### src/hdl/hsca_pkg.sv
// Shared types and constants of the histogram shift chi-square aligner.
`timescale 1ns / 1ps
package hsca_pkg;

  localparam int QUOT_BITS = 42;
  localparam int SUM_BITS = 43;
  localparam int WIN_BITS = 11;
  localparam logic [SUM_BITS-1:0] CHI_LIMIT = 43'd2559999999744;
  localparam logic [WIN_BITS-1:0] WIN_START_RST = 11'd1;
  localparam logic [WIN_BITS-1:0] WIN_END_RST = 11'd1024;
  localparam logic REG_WIN_START = 1'b0;
  localparam logic REG_WIN_END = 1'b1;

  typedef struct packed {
    logic [15:0] top_count;
    logic [15:0] bottom_count;
    logic        last_bin;
  } in_word_t;

  typedef struct packed {
    logic signed [7:0] best_shift;
    logic [41:0]       min_chi_square;
    logic              found;
  } out_word_t;

  typedef struct packed {
    logic load;
    logic start;
    logic shift_init;
    logic rd;
    logic bin_next;
    logic sqrt_init;
    logic sqrt_step;
    logic div_init;
    logic div_step;
    logic acc;
    logic shift_end;
    logic finish;
  } cmd_t;

  typedef struct packed {
    logic shifts_done;
    logic bins_done;
    logic skip;
    logic sqrt_last;
    logic div_last;
    logic out_busy;
  } sts_t;

endpackage

### src/hdl/hsca_ctrl.sv
// Sequencer that steps the datapath through loading and the shift search.
`timescale 1ns / 1ps
module hsca_ctrl (
  input  logic          clk,
  input  logic          rst_n,
  input  logic          in_valid,
  input  logic          in_last,
  input  hsca_pkg::sts_t sts,
  output hsca_pkg::cmd_t cmd,
  output logic          in_stall
);

  typedef enum logic [2:0] {
    S_IDLE, S_CHECK, S_BIN, S_WAIT, S_SQRT, S_DIVI, S_DIV, S_DONE
  } state_t;

  state_t state_r, state_nxt;

  always_ff @(posedge clk) begin
    if (!rst_n) begin
      state_r <= S_IDLE;
    end else begin
      state_r <= state_nxt;
    end
  end

  always_comb begin
    cmd = '0;
    state_nxt = state_r;
    unique case (state_r)
      S_IDLE: begin
        if (in_valid) begin
          cmd.load = 1'b1;
          if (in_last) begin
            cmd.start = 1'b1;
            state_nxt = S_CHECK;
          end
        end
      end
      S_CHECK: begin
        if (sts.shifts_done) begin
          state_nxt = S_DONE;
        end else begin
          cmd.shift_init = 1'b1;
          state_nxt = S_BIN;
        end
      end
      S_BIN: begin
        if (sts.bins_done) begin
          cmd.shift_end = 1'b1;
          state_nxt = S_CHECK;
        end else begin
          cmd.rd = 1'b1;
          state_nxt = S_WAIT;
        end
      end
      S_WAIT: begin
        if (sts.skip) begin
          cmd.bin_next = 1'b1;
          state_nxt = S_BIN;
        end else begin
          cmd.sqrt_init = 1'b1;
          state_nxt = S_SQRT;
        end
      end
      S_SQRT: begin
        cmd.sqrt_step = 1'b1;
        if (sts.sqrt_last) begin
          state_nxt = S_DIVI;
        end
      end
      S_DIVI: begin
        cmd.div_init = 1'b1;
        state_nxt = S_DIV;
      end
      S_DIV: begin
        cmd.div_step = 1'b1;
        if (sts.div_last) begin
          cmd.acc = 1'b1;
          state_nxt = S_BIN;
        end
      end
      S_DONE: begin
        if (!sts.out_busy) begin
          cmd.finish = 1'b1;
          state_nxt = S_IDLE;
        end
      end
      default: begin
        state_nxt = S_IDLE;
      end
    endcase
    if (state_r == S_CHECK && state_nxt == S_CHECK) begin
      state_nxt = S_CHECK;
    end
  end

  assign in_stall = (state_r != S_IDLE);

endmodule

### config.mk
export PLATFORM = sky130hd
export DESIGN_NAME = hsca_ctrl
export DESIGN_NICKNAME = d
export VERILOG_FILES = /design/src/hdl/hsca_pkg.sv /design/src/hdl/hsca_ctrl.sv
export SDC_FILE = /design/constraint.sdc
export NUM_CORES = 1
export LEC_CHECK = 0
export ABC_AREA = 1
export BUFFER_PORTS_ARGS = -buffer_cell sky130_fd_sc_hd__buf_2
export CAP_MARGIN = 20
export CORE_AREA = 2 2 39 41
export CTS_BUF_LIST = sky130_fd_sc_hd__clkbuf_16
export CTS_CLUSTER_SIZE = 8
export DETAILED_ROUTE_END_ITERATION = 6
export DIE_AREA = 0 0 41 43
export SYNTH_ARGS = -nofsm -noshare
export SYNTH_HDL_FRONTEND = slang
export SYNTH_SLANG_ARGS = --single-unit
### constraint.sdc
create_clock -name clk -period 1.9 [get_ports clk]
set_input_delay 0 -clock clk [delete_from_list [all_inputs] [get_ports clk]]
set_output_delay 0 -clock clk [all_outputs]
set_load 0.1 [all_outputs]
# Word level (Yosys, flattened, before mapping)
# Cells that the tools add are included.
dict set report op_classes {
  n_eq_ne 8
  mux 28
  n_bitwise 1
  n_reduce_logical 4
}
# operator n
set ops {}
lappend ops {{$pmux W3 S8} 1}
lappend ops {{$mux W3} 7}
lappend ops {{$mux W1} 15}
lappend ops {{$eq A3 B3 Y1 const B} 4}
lappend ops {{$mux W2} 5}
lappend ops {{$eq A3 B1 Y1 const B} 2}
lappend ops {{$eq A3 B2 Y1 const B} 2}
lappend ops {{$logic_not A3 Y1} 1}
lappend ops {{$reduce_bool A3 Y1} 1}
lappend ops {{$reduce_or A2 Y1} 1}
lappend ops {{$logic_and A1 B1 Y1} 1}
lappend ops {{$not A1 Y1} 1}
dict set report word_totals {
  regBits 3
  input_bits 10
  output_inout_bits 13
}

# Depth between registers and ports, before layout
dict set report logic_depth {
  ltp_word 6
  ltp_mapped 8
  depth_no_buf 7
}

# Worst setup path before layout
# OpenSTA, ideal clock, no wires.
dict set report synth_path {
  path_type {flip-flop to output port}
  start {register state_r[0]}
  end {output cmd[0] (netlist name)}
  t_arrival_ps 3385
  setup_slack_ps -1485
  path_stages_with_launch 4
  path_cell_list {dfxtp_1 > buf_6 > inv_2 > nor4_1}
}
# item line_no
set synth_lines {}
lappend synth_lines {{from (decl)} hsca_ctrl.sv:17} ;# state_t state_r, state_nxt;
lappend synth_lines {{from (signal assigned)} hsca_ctrl.sv:23} ;# state_r <= state_nxt;
lappend synth_lines {{to (decl)} hsca_ctrl.sv:9} ;# output hsca_pkg::cmd_t cmd,

==> results.md <==
- Status: complete, no violations
- CP Launch Point: state_r[0]
- CTS resizes: 0
- Vias in the first global route: 363
- Design Area, Final: 510 sq um
- Die Wd: 41 microns
- Post-layout util: 36.9%
- Dpl cell area: 432 sq um
- Cts bufs inserted: 3
- Die H: 43 microns
- Min Hold Slack: 0.00831 ns
- CTS Buffer Depth: 2
- Initial antenna violation count: 0
- Post-Layout Cell Count: 95
- Min-delay src: rst_n
- Worst min-delay path class: in -> reg
- Grt ovf: 0
- Final setup vio count: 0
- Total power: 572 uW
- Critical path depth: 3
- Via density: 4.26
- Largest net degree at the start of global routing: 10
- Biggest regs: state_r (3)
- Required time worst endpoint: 1.90 ns
- Fmax: 0.642 GHz
- Layout Skew: 0.00236 ns
- Via count: 405
- Peak VDD IR: 0.000447 V
- Die area: 0.00176 sq mm
- Crit path DAT: 1.56 ns
- Initial core utilization: 22.0%
- Final hold vios: 0
- Placed instance count: 91
- Synth Instances: 55
- Critical Path Max Stage Delay: 0.51 ns
- Root Driver: clkbuf_16
- RSZ-0062 raised after global routing: false
- IO Pins: 23
- Reg with most FFs: state_r
- Wirelength per Cell: 8.95 microns
- CP Max Fanout: 8
- Htree depth: 1
- Worst Max-Slew Pin Slew: 0.487 ns
- Commonest cells after routing, fill and taps aside: buf_2, inv_1, nand2_1
- Slew Limit Fails: 0
- Clock slew at reported path FFs: 0.03 ns
- CTS sink count: 3
- Port bufs: 22
- Sequential area share after synthesis: 19.8%
- Post-CTS setup buffers: 0
- Most common cell after layout, fill and taps aside: buf_2
- Nets: 90
- Worst path cell trace: inv_2 -> nor4_2 -> buf_2
- Reg2reg path depth: 7
- Hold path cells: 3
- Reg2reg start: state_r[1]
- Max-Cap Viols: 0
- Leakage: 0.352 nW
- Synth area leader: dfxtp_1
- Post-synthesis register bit count: 3
- Mapped cell area: 304 sq um
- Largest cells by area after synthesis: dfxtp_1, nand2_1, inv_1
- Residual DRC: 0
- CP Class: reg -> out
- Critical-path top delay cell: dfxtp_1
- Core ar.: 0.00138 sq mm
- First-pass GRT wire length: 1390 microns
- Final TNS setup: 0 ns
- Final antenna-violating net count: 0
- Delay-heaviest family, CP: buffers and inverters
- Synth Warn #: 0
- Syn nets: 65
- Distinct cell type count after synthesis: 14
- Final period util: 82.0%
- Final WS setup: 0.343 ns
- WP buf/inv: 2
- Max reg flops: 3
- Pwr Density: 1120 mW/mm^2
- Synth top area share: 19.8%
- Final HPWL from detailed placement: 708 microns
- Tmin final: 1.56 ns
- Area grow syn2layout: 67.9%
- Hold-fix buffers, CTS: 0
- Worst Setup Start Kind: flop
- Total GRT Usage: 11.4%
- CTS tree: done
- Routability cong.: 0.744
- Avg Synthesized Cell Area: 5.53 sq um
- Placement Setup Slack: 0.568 ns
- Final wirelength: 850 microns
- TritonRoute pass-1 iters: 2
- Worst Setup End Kind: output port
- Share of cells above drive strength 1: 41.8%
- Row count: 14
- # diodes: 0
- Worst slew margin: 67.8%
- Worst skew pair latency: 0.22 ns
- DR iter-0 viols: 1
==> worst paths after layout <==
| check | endpoint | slack [ns] |
|---|---|---|
| worst max-delay path | cmd[0] | 0.34 |
| worst min-delay path | state_r[0] | 0.008 |
| worst max register to register | state_r[1] | 0.72 |
| worst min register to register | state_r[0] | 0.75 |
==> per-layer routing <==
layer,global-route usage (%),wire length (microns),vias up
li1,-,-,217
met4,6.00,19,0
met5,0,0,-
met1,13.7,363,168
met2,17.5,373,18
met3,3.14,93,2
==> cells by family (layout without fill, tap and decap cells) <==
kind of cell	count (synthesis)	count (layout)	synth area share [%]
and+or+nand+nor	36	36	55.6
AOI/OAI and AO/OA	1	1	2.47
buffers and inverters	15	39	22.2
DFF	3	3	19.8
==> synth_stat cells <==
cell       n
nand2_1   12
inv_1     11
nor2_1    10
nand4_1    6
nand3_1    4
dfxtp_1    3
inv_2      2
buf_4      1
buf_6      1
nand2_2    1
nor2_4     1
nor3_1     1
nor4_1     1
o21bai_1   1
==> cell type report <==
type,count,area [sq um]
inverters,13,48.8
fillers,171,873
clock buffers,3,75.1
repair buffers,22,110
multi-input cells,37,193
well taps,16,20.0
clock inverters,1,3.75
flip-flops and latches,3,60.1
==> worst reg2reg max path, delay by kind of cell (launching register included) <==
family	cells	cell delay, ns
simple gates	5	0.37
flops	1	0.50
buf+inv	2	0.20
==> power breakdown <==
part           switching (mW)  internal [mW]
clock                  0.0596          0.272
combinational           0.132         0.0303
sequential             0.0109         0.0679
total                   0.202          0.370
No activity file was read; power rests on OpenSTA's default activity.
